**src/sv/lzd_pkg.sv**
```systemverilog
`timescale 1ns / 1ps
// Shared widths, state encoding and controller/datapath bundles for the LZ77 token decoder.
package lzd_pkg;

    localparam int SHIFT_W = 12;
    localparam int LEN_W   = 6;
    localparam int BYTE_W  = 8;

    typedef enum logic [2:0] {
        S_IDLE,
        S_CHECK,
        S_READ,
        S_COPY,
        S_LIT,
        S_BAD
    } t_state;

    typedef struct packed {
        logic accept;
        logic start;
        logic read;
        logic copy;
        logic lit;
        logic bad;
    } t_dp_cmd;

    typedef struct packed {
        logic bad;
        logic len_zero;
        logic eom;
        logic last_copy;
        logic out_free;
    } t_dp_sts;

endpackage

```
**src/sv/lzd_ctrl.sv**
```systemverilog
`timescale 1ns / 1ps
// Controller state machine sequencing token check, history copy, literal output and bad-token output.
module lzd_ctrl
    import lzd_pkg::*;
(
    input  logic    i_clk,
    input  logic    i_rst_n,
    input  logic    i_tok_valid,
    output logic    o_tok_ready,
    input  t_dp_sts i_sts,
    output t_dp_cmd o_cmd
);

    t_state r_state;
    t_state n_state;

    always_ff @(posedge i_clk) begin
        if (!i_rst_n) begin
            r_state <= S_IDLE;
        end else begin
            r_state <= n_state;
        end
    end

    always_comb begin
        n_state = r_state;
        unique case (r_state)
            S_IDLE: begin
                if (i_tok_valid) n_state = S_CHECK;
            end
            S_CHECK: begin
                if (i_sts.bad)           n_state = S_BAD;
                else if (!i_sts.len_zero) n_state = S_READ;
                else if (!i_sts.eom)      n_state = S_LIT;
                else                      n_state = S_IDLE;
            end
            S_READ: begin
                n_state = S_COPY;
            end
            S_COPY: begin
                if (i_sts.out_free) begin
                    if (!i_sts.last_copy) n_state = S_READ;
                    else if (!i_sts.eom)  n_state = S_LIT;
                    else                  n_state = S_IDLE;
                end
            end
            S_LIT: begin
                if (i_sts.out_free) n_state = S_IDLE;
            end
            S_BAD: begin
                if (i_sts.out_free) n_state = S_IDLE;
            end
            default: n_state = S_IDLE;
        endcase
    end

    always_comb begin
        o_cmd       = '0;
        o_tok_ready = 1'b0;
        unique case (r_state)
            S_IDLE: begin
                o_tok_ready  = 1'b1;
                o_cmd.accept = i_tok_valid;
            end
            S_CHECK: o_cmd.start = 1'b1;
            S_READ:  o_cmd.read  = 1'b1;
            S_COPY:  o_cmd.copy  = i_sts.out_free;
            S_LIT:   o_cmd.lit   = i_sts.out_free;
            S_BAD:   o_cmd.bad   = i_sts.out_free;
            default: o_cmd       = '0;
        endcase
    end

endmodule

```
**config.mk**
```make
export PLATFORM = sky130hd
export DESIGN_NAME = lzd_ctrl
export DESIGN_NICKNAME = d
export VERILOG_FILES = /design/src/sv/lzd_pkg.sv /design/src/sv/lzd_ctrl.sv
export SDC_FILE = /design/constraint.sdc
export NUM_CORES = 1
export LEC_CHECK = 0
export ABC_AREA = 1
export ABC_CLOCK_PERIOD_IN_PS = 1830
export BUFFER_PORTS_ARGS = -buffer_cell sky130_fd_sc_hd__buf_2
export CAP_MARGIN = 20
export CELL_PAD_IN_SITES_DETAIL_PLACEMENT = 1
export CELL_PAD_IN_SITES_GLOBAL_PLACEMENT = 1
export CORE_AREA = 2 2 39 41
export CTS_CLUSTER_SIZE = 12
export DETAILED_ROUTE_END_ITERATION = 16
export DIE_AREA = 0 0 41 43
export GPL_TIMING_DRIVEN = 0
export HOLD_SLACK_MARGIN = 0.12
export PLACE_DENSITY_LB_ADDON = 0.1
export SLEW_MARGIN = 20
export SYNTH_ARGS = -nofsm -noshare
export SYNTH_HDL_FRONTEND = slang
export SYNTH_SLANG_ARGS = --single-unit
```
**constraint.sdc**
```tcl
create_clock -name i_clk -period 1.83 [get_ports i_clk]
set_input_delay 0.183 -clock i_clk [delete_from_list [all_inputs] [get_ports i_clk]]
set_output_delay 0.183 -clock i_clk [all_outputs]
set_load 0.03 [all_outputs]
```
==> impl_metrics.xml, run 1 <==
<?xml version="1.0" encoding="UTF-8"?>
<metrics>
  <group name="floorplanning">
    <metric name="floorplan.initialDensity" unit="">0.2107</metric>
    <metric name="dieArea" unit="sq um">1763</metric>
    <metric name="placementRows" unit="">14</metric>
    <metric name="width_of_the_chip" unit="um">41</metric>
    <metric name="die_y" unit="um">43</metric>
    <metric name="ioPinCount" unit="">15</metric>
    <metric name="core-area" unit="sq um">1384</metric>
  </group>
  <group name="synthesis">
    <metric name="synth_area" unit="sq um">291.5</metric>
    <metric name="synth_seq_area_share" unit="">0.2060</metric>
    <metric name="synth.largest_area_cell" unit="">sky130_fd_sc_hd__dfxtp_1</metric>
    <metric name="predominant_post_synthesis_flop_cell" unit="">sky130_fd_sc_hd__dfxtp_1</metric>
    <metric name="syn-num-nets" unit="">62</metric>
    <metric name="synth_cell_types" unit="">13</metric>
    <metric name="syn-instance-count" unit="">54</metric>
    <metric name="avgSynthCellArea" unit="sq um">5.399</metric>
    <metric name="synth-seq-cells" unit="">3</metric>
    <metric name="synthTopCellsByArea" unit="">sky130_fd_sc_hd__dfxtp_1 21%, sky130_fd_sc_hd__nand2_1 19%, sky130_fd_sc_hd__inv_1 12%</metric>
    <metric name="synth_enable_flop_cells" unit="">0</metric>
    <metric name="ys_async_rst_share" unit="">0</metric>
    <metric name="top_area_cell_type_share_of_the_netlist_area" unit="">0.2060</metric>
    <metric name="synth-warning-count" unit="">0</metric>
    <metric name="synthMostInstantiatedCell" unit="">sky130_fd_sc_hd__nand2_1</metric>
    <metric name="synthTopCellsByCount" unit="">15 x sky130_fd_sc_hd__nand2_1, 9 x sky130_fd_sc_hd__inv_1, 9 x sky130_fd_sc_hd__nor2_1</metric>
  </group>
  <group name="worst_setup_path">
    <metric name="crit_type" unit="">register to primary output</metric>
    <metric name="cp_cell_sequence" unit="">inv_2 &gt; nor4_1 &gt; buf_2</metric>
    <metric name="cp.required" unit="ns">1.65</metric>
    <metric name="crit_path_end_kind" unit="">primary output</metric>
    <metric name="worst_setup_path_start_kind" unit="">register</metric>
    <metric name="critical-path-max-stage-delay" unit="ns">0.42</metric>
    <metric name="critical_path.max_fanout" unit="">7</metric>
    <metric name="cpMaxStageDelayCell" unit="">sky130_fd_sc_hd__dfxtp_1</metric>
    <metric name="worst-endpoint-arrival" unit="ns">1.22</metric>
  </group>
  <group name="placed_design">
    <metric name="portBuffers" unit="">14</metric>
    <metric name="dp.final_hpwl" unit="um">667.7</metric>
    <metric name="dp_cells" unit="">84</metric>
    <metric name="place_congestion" unit="">0.6834</metric>
    <metric name="placement.setup.worst_slack" unit="ns">0.6532</metric>
  </group>
  <group name="route">
    <metric name="post_drt_wl_per_cell" unit="um">9.080</metric>
    <metric name="drt_iter0_markers" unit="">4</metric>
    <metric name="routed_antenna_nets" unit="">0</metric>
    <metric name="detailroute.via_count" unit="">378</metric>
    <metric name="detail_route.vias_per_cell" unit="">4.295</metric>
    <metric name="routed_wl" unit="um">799</metric>
    <metric name="drc_errors" unit="">0</metric>
    <metric name="first_pass_detailed_route_iteration_total" unit="">2</metric>
  </group>
  <group name="cts">
    <metric name="cts-buffers-inserted" unit="">3</metric>
    <metric name="cts.clk_slew.worst_paths" unit="ns">0.03</metric>
    <metric name="cts-resized-gates" unit="">0</metric>
    <metric name="tritoncts_num_sinks" unit="">3</metric>
    <metric name="cts-root-to-sink-buffers" unit="">2</metric>
    <metric name="cts_hold_repair.buffers" unit="">0</metric>
    <metric name="insertion_delay" unit="ns">0.23</metric>
    <metric name="max_h_tree_level" unit="">1</metric>
    <metric name="tritoncts_clock_tree" unit="">done</metric>
    <metric name="cts_post_setup_buffers_inserted" unit="">0</metric>
    <metric name="clk_root_buf" unit="">sky130_fd_sc_hd__clkbuf_4</metric>
  </group>
  <group name="sta">
    <metric name="rsz_0062_raised_after_global_routing" unit="">no</metric>
    <metric name="hold_ws" unit="ns">0.1995</metric>
    <metric name="setup_total_negative_slack" unit="ns">0</metric>
    <metric name="maxSlewHeadroom" unit="">0.8327</metric>
    <metric name="final_worst_path_period_share" unit="">0.7674</metric>
    <metric name="timing_hold_violations_final" unit="">0</metric>
    <metric name="maxClockFrequency" unit="MHz">712.1</metric>
    <metric name="clock_skew" unit="ns">0.003085</metric>
    <metric name="setup_violations" unit="">0</metric>
    <metric name="setup_ws" unit="ns">0.4257</metric>
    <metric name="timing_worst_slew_pin_value" unit="ns">0.2505</metric>
    <metric name="slew_violations" unit="">0</metric>
    <metric name="period_needed" unit="ns">1.404</metric>
  </group>
  <group name="layout">
    <metric name="instances_no_fill" unit="">88</metric>
    <metric name="layout-area-overhead-vs-synth" unit="%">39.91</metric>
    <metric name="design.final.nets" unit="">81</metric>
    <metric name="fillers" unit="">204</metric>
    <metric name="largest_register_ffs" unit="">3</metric>
    <metric name="share_of_cells_above_drive_strength_1" unit="">0.3194</metric>
    <metric name="core_util_final" unit="">0.2948</metric>
    <metric name="largest-register" unit="">r_state</metric>
    <metric name="n_antenna_cell" unit="">0</metric>
    <metric name="reg_top3" unit="">r_state (3)</metric>
  </group>
  <group name="power">
    <metric name="power.leakage" unit="nW">0.2512</metric>
    <metric name="vdd_ir_drop_max" unit="mV">0.2535</metric>
    <metric name="power_density" unit="nW/um^2">834.8</metric>
  </group>
  <group name="global_route">
    <metric name="overflow" unit="">0</metric>
    <metric name="grt_max_degree" unit="">11</metric>
    <metric name="total_routing_usage_reported_by_global_routing" unit="">0.1074</metric>
    <metric name="first_global_vias" unit="">355</metric>
    <metric name="antenna_found_initial" unit="">0</metric>
    <metric name="grt_first_pass_wirelength" unit="um">1304</metric>
  </group>
  <group name="worst_hold_path">
    <metric name="worst_hold_path_type" unit="">input pin to register</metric>
  </group>
  <group name="outcome">
    <metric name="status" unit="">finished clean</metric>
  </group>
  <group name="flow_run">
    <metric name="number_of_maximum_capacitance_violations" unit="">0</metric>
  </group>
</metrics>
stage by stage:
step                cell area, sq um  total power, mW
finish                         407.9           0.3405
global route                   407.9           0.3685
CTS                            407.9           0.3521
detailed placement             381.6           0.2292
global placement               381.6           0.2284
floorplan                      291.5           0.1892
final cells by class:
type	instances	area (sq um)	area share
Multi-Input combinational cell	39	178.9	0.4387
Timing Repair Buffer	14	70.07	0.1718
Sequential cell	3	60.06	0.1472
Inverter	11	41.29	0.1012
Clock buffer	4	26.28	0.06442
Tap cell	16	20.02	0.04908
Buffer	1	11.26	0.02761
worst max-delay path, delay by kind of cell (launching register included):
family                 cells  cell delay (ns)
flip-flops                 1             0.42
buffers and inverters      2             0.35
AND/OR/NAND/NOR            1             0.21
cell families (layout without fill, tap and decap cells):
family,count (synthesis),count (layout),synth area share
AND/OR/NAND/NOR,35,35,0.5451
buffers and inverters,12,30,0.1803
flip-flops,3,3,0.2060
AO/OA/AOI/OAI,4,4,0.06867
path summary, 6_finish.rpt:
kind	end	depth (start not counted)	slack [ns]	startpoint
max	o_cmd[1]	3	0.43	r_state[2]
min	r_state[2]	3	0.20	i_rst_n
max reg2reg	r_state[2]	7	0.72	r_state[1]
min reg2reg	r_state[0]	3	0.59	r_state[0]
per-layer routing:
metal	wire length (um)	part of all wire	GRT usage
met3	44	0.055	0.04712
met4	0	0	0.04000
met2	383	0.48	0.1500
met5	0	0	0
met1	371	0.46	0.1415
cell usage in the layout (no fill, tap or decap):
| cell type | n |
|---|---|
| sky130_fd_sc_hd__nand3_2 | 2 |
| sky130_fd_sc_hd__clkbuf_1 | 1 |
| sky130_fd_sc_hd__buf_2 | 14 |
| sky130_fd_sc_hd__nor2_1 | 9 |
| sky130_fd_sc_hd__nor4_1 | 1 |
| sky130_fd_sc_hd__nand3_1 | 4 |
| sky130_fd_sc_hd__inv_2 | 2 |
| sky130_fd_sc_hd__dfxtp_1 | 3 |
| sky130_fd_sc_hd__clkbuf_4 | 3 |
| sky130_fd_sc_hd__nand2_2 | 1 |
| sky130_fd_sc_hd__nand2_1 | 15 |
| sky130_fd_sc_hd__buf_6 | 1 |
| sky130_fd_sc_hd__nor3_1 | 2 |
| sky130_fd_sc_hd__inv_1 | 9 |
| sky130_fd_sc_hd__nand4_1 | 1 |
| sky130_fd_sc_hd__a21oi_1 | 4 |
where the power goes:
group | internal, mW | switching [mW] | leakage, nW
registers | 0.0730 | 0.00711 | 0.0246
clock network | 0.0817 | 0.0340 | 0.0150
logic | 0.0484 | 0.0963 | 0.212
total | 0.203 | 0.137 | 0.251
No activity file was read; power rests on OpenSTA's default activity.
==> run 2: changes to the inputs <==
Settings changed: ABC_CLOCK_PERIOD_IN_PS 1830 to 1300.
Clock period 1.83 ns to 1.3 ns, I/O delays scaled along.
==> impl_metrics.xml, run 2 (synthesis gave the netlist of run 1 again) <==
<?xml version="1.0" encoding="UTF-8"?>
<metrics>
  <group name="worst_setup_path">
    <metric name="cp.required" unit="ns">1.17</metric>
    <metric name="crit_path_end_kind" unit="">primary output</metric>
    <metric name="crit_type" unit="">register to primary output</metric>
    <metric name="cp_cell_sequence" unit="">buf_6 &gt; nand2_1 &gt; nor3_2 &gt; buf_2</metric>
    <metric name="timing.critical_path.buf_inv" unit="">2</metric>
    <metric name="worst-r2r-setup-slack" unit="ns">0.24</metric>
    <metric name="worst_setup_path_start_kind" unit="">register</metric>
    <metric name="worst-endpoint-arrival" unit="ns">1.10</metric>
    <metric name="crit_family" unit="">buffers and inverters</metric>
    <metric name="worstReg2RegEnd" unit="">r_state[2]</metric>
    <metric name="timing.rr.start" unit="">r_state[1]</metric>
    <metric name="worstSetupPathDepth" unit="">4</metric>
    <metric name="cp-startpoint" unit="">r_state[0]</metric>
    <metric name="ff2ff_path_depth" unit="">7</metric>
    <metric name="critical-path-max-stage-delay" unit="ns">0.31</metric>
    <metric name="cpMaxStageDelayCell" unit="">sky130_fd_sc_hd__dfxtp_1</metric>
    <metric name="worst_setup_path_endpoint" unit="">o_cmd[0]</metric>
    <metric name="critical_path.max_fanout" unit="">10</metric>
  </group>
  <group name="route">
    <metric name="routed_antenna_nets" unit="">0</metric>
    <metric name="detailroute.via_count" unit="">362</metric>
    <metric name="first_pass_detailed_route_iteration_total" unit="">3</metric>
    <metric name="post_drt_wl_per_cell" unit="um">9.239</metric>
    <metric name="drc_errors" unit="">0</metric>
    <metric name="detail_route.vias_per_cell" unit="">4.114</metric>
    <metric name="drt_iter0_markers" unit="">4</metric>
    <metric name="routed_wl" unit="um">813</metric>
  </group>
  <group name="cts">
    <metric name="cts-buffers-inserted" unit="">3</metric>
    <metric name="cts.clk_slew.worst_paths" unit="ns">0.03</metric>
    <metric name="tritoncts_num_sinks" unit="">3</metric>
    <metric name="max_h_tree_level" unit="">1</metric>
    <metric name="cts-resized-gates" unit="">6</metric>
    <metric name="tritoncts_clock_tree" unit="">done</metric>
    <metric name="clk_root_buf" unit="">sky130_fd_sc_hd__clkbuf_4</metric>
    <metric name="cts_hold_repair.buffers" unit="">0</metric>
    <metric name="cts_post_setup_buffers_inserted" unit="">0</metric>
    <metric name="insertion_delay" unit="ns">0.23</metric>
    <metric name="cts-root-to-sink-buffers" unit="">2</metric>
  </group>
  <group name="global_route">
    <metric name="grt_max_degree" unit="">11</metric>
    <metric name="antenna_found_initial" unit="">0</metric>
    <metric name="total_routing_usage_reported_by_global_routing" unit="">0.1054</metric>
    <metric name="overflow" unit="">0</metric>
    <metric name="grt_first_pass_wirelength" unit="um">1290</metric>
    <metric name="first_global_vias" unit="">332</metric>
  </group>
  <group name="sta">
    <metric name="rsz_0062_raised_after_global_routing" unit="">yes</metric>
    <metric name="setup_violations" unit="">0</metric>
    <metric name="setup_ws" unit="ns">0.07207</metric>
    <metric name="slew_violations" unit="">0</metric>
    <metric name="maxClockFrequency" unit="MHz">814.4</metric>
    <metric name="clock_skew" unit="ns">0.005271</metric>
    <metric name="maxSlewHeadroom" unit="">0.8622</metric>
    <metric name="final_worst_path_period_share" unit="">0.9446</metric>
    <metric name="setup_total_negative_slack" unit="ns">0</metric>
    <metric name="timing_worst_slew_pin_value" unit="ns">0.2065</metric>
    <metric name="period_needed" unit="ns">1.228</metric>
    <metric name="timing_hold_violations_final" unit="">0</metric>
  </group>
  <group name="placed_design">
    <metric name="dp.final_hpwl" unit="um">656.1</metric>
    <metric name="dpl-instance-area" unit="sq um">392.9</metric>
    <metric name="place_congestion" unit="">0.6947</metric>
    <metric name="placement.setup.worst_slack" unit="ns">0.1677</metric>
    <metric name="dp_cells" unit="">84</metric>
    <metric name="portBuffers" unit="">14</metric>
  </group>
  <group name="power">
    <metric name="totalPowerFinal" unit="uW">500.9</metric>
    <metric name="power.leakage" unit="nW">0.2563</metric>
    <metric name="vdd_ir_drop_max" unit="mV">0.3707</metric>
    <metric name="power_density" unit="nW/um^2">1140</metric>
  </group>
  <group name="worst_hold_path">
    <metric name="worst_hold_path_type" unit="">input pin to register</metric>
  </group>
  <group name="floorplanning">
    <metric name="core-area" unit="sq um">1384</metric>
    <metric name="floorplan.initialDensity" unit="">0.2107</metric>
    <metric name="ioPinCount" unit="">15</metric>
    <metric name="placementRows" unit="">14</metric>
    <metric name="die_y" unit="um">43</metric>
    <metric name="width_of_the_chip" unit="um">41</metric>
    <metric name="dieArea" unit="sq um">1763</metric>
  </group>
  <group name="layout">
    <metric name="layout-area-overhead-vs-synth" unit="%">50.64</metric>
    <metric name="post-route-cell-area" unit="sq um">439.2</metric>
    <metric name="fillers" unit="">197</metric>
    <metric name="mostFrequentLayoutCells" unit="">15 x sky130_fd_sc_hd__nand2_1, 11 x sky130_fd_sc_hd__buf_2, 9 x sky130_fd_sc_hd__inv_1</metric>
    <metric name="largest_register_ffs" unit="">3</metric>
    <metric name="share_of_cells_above_drive_strength_1" unit="">0.3889</metric>
    <metric name="n_antenna_cell" unit="">0</metric>
    <metric name="layout.cells.most_common" unit="">sky130_fd_sc_hd__nand2_1</metric>
    <metric name="largest-register" unit="">r_state</metric>
    <metric name="reg_top3" unit="">r_state (3)</metric>
    <metric name="design.final.nets" unit="">81</metric>
    <metric name="instances_no_fill" unit="">88</metric>
  </group>
  <group name="outcome">
    <metric name="status" unit="">finished clean</metric>
  </group>
  <group name="flow_run">
    <metric name="number_of_maximum_capacitance_violations" unit="">0</metric>
  </group>
</metrics>
-- run 2: cell types whose count changed in the layout (fill, tap and decap cells not counted) --
cell | previous run | this run
sky130_fd_sc_hd__nor4_1 | 1 | 0
sky130_fd_sc_hd__dfxtp_4 | 0 | 1
sky130_fd_sc_hd__dfxtp_2 | 0 | 1
sky130_fd_sc_hd__dfxtp_1 | 3 | 1
sky130_fd_sc_hd__nor3_1 | 2 | 1
sky130_fd_sc_hd__nor3_2 | 0 | 1
sky130_fd_sc_hd__buf_4 | 0 | 3
sky130_fd_sc_hd__nor4_2 | 0 | 1
sky130_fd_sc_hd__buf_2 | 14 | 11
sky130_fd_sc_hd__nor2_4 | 0 | 1
sky130_fd_sc_hd__nor2_1 | 9 | 8
-- run 2: report_power, final --
group          leakage [nW]  switching (mW)  internal [mW]  total, mW
Sequential           0.0258          0.0107          0.103      0.114
Combinational         0.216           0.144         0.0789      0.223
Clock                0.0150          0.0491          0.115      0.164
Total                 0.256           0.204          0.297      0.501
-- run 2: layout make-up --
type,count,area [sq um],area share
multi-input combinational,39,197.7,0.4501
timing repair buffer,14,77.57,0.1766
sequential,3,65.06,0.1481
inverter,11,41.29,0.09402
clock buffer,4,26.28,0.05983
tap,16,20.02,0.04558
buffer,1,11.26,0.02564
-- run 2: worst min-delay path: cells and delay by family --
| kind | cells | cell delay (ns) |
|---|---|---|
| and+or+nand+nor | 1 | 0.09 |
| buffers and inverters | 2 | 0.12 |
-- run 2: through the flow --
step | utilization | hold slack [ns]
3_5_place_dp | 0.2839 | 0.3920
2_1_floorplan | - | 0.2805
6_report | 0.3174 | 0.1494
5_1_grt | 0.3174 | 0.1806
4_1_cts | 0.3119 | 0.1483
3_3_place_gp | 0.2839 | 0.3978
-- run 2: worst min path at each step --
stage / cells after the start / start / endpoint / slack, ns
2_1_floorplan: 2 / i_rst_n / r_state[2] / 0.28
3_3_place_gp: 3 / i_rst_n / r_state[2] / 0.40
3_5_place_dp: 3 / i_rst_n / r_state[2] / 0.39
4_1_cts: 3 / i_rst_n / r_state[2] / 0.15
5_1_grt: 3 / i_rst_n / r_state[2] / 0.18
6_report: 3 / i_rst_n / r_state[2] / 0.15
-- run 2: metal layers --
metal,vias to the layer above,track usage,part of all wire
li1,206,-,-
met2,10,0.1438,0.46
met3,0,0.04712,0.049
met4,0,0.04000,0
met1,146,0.1415,0.49
met5,-,0,0
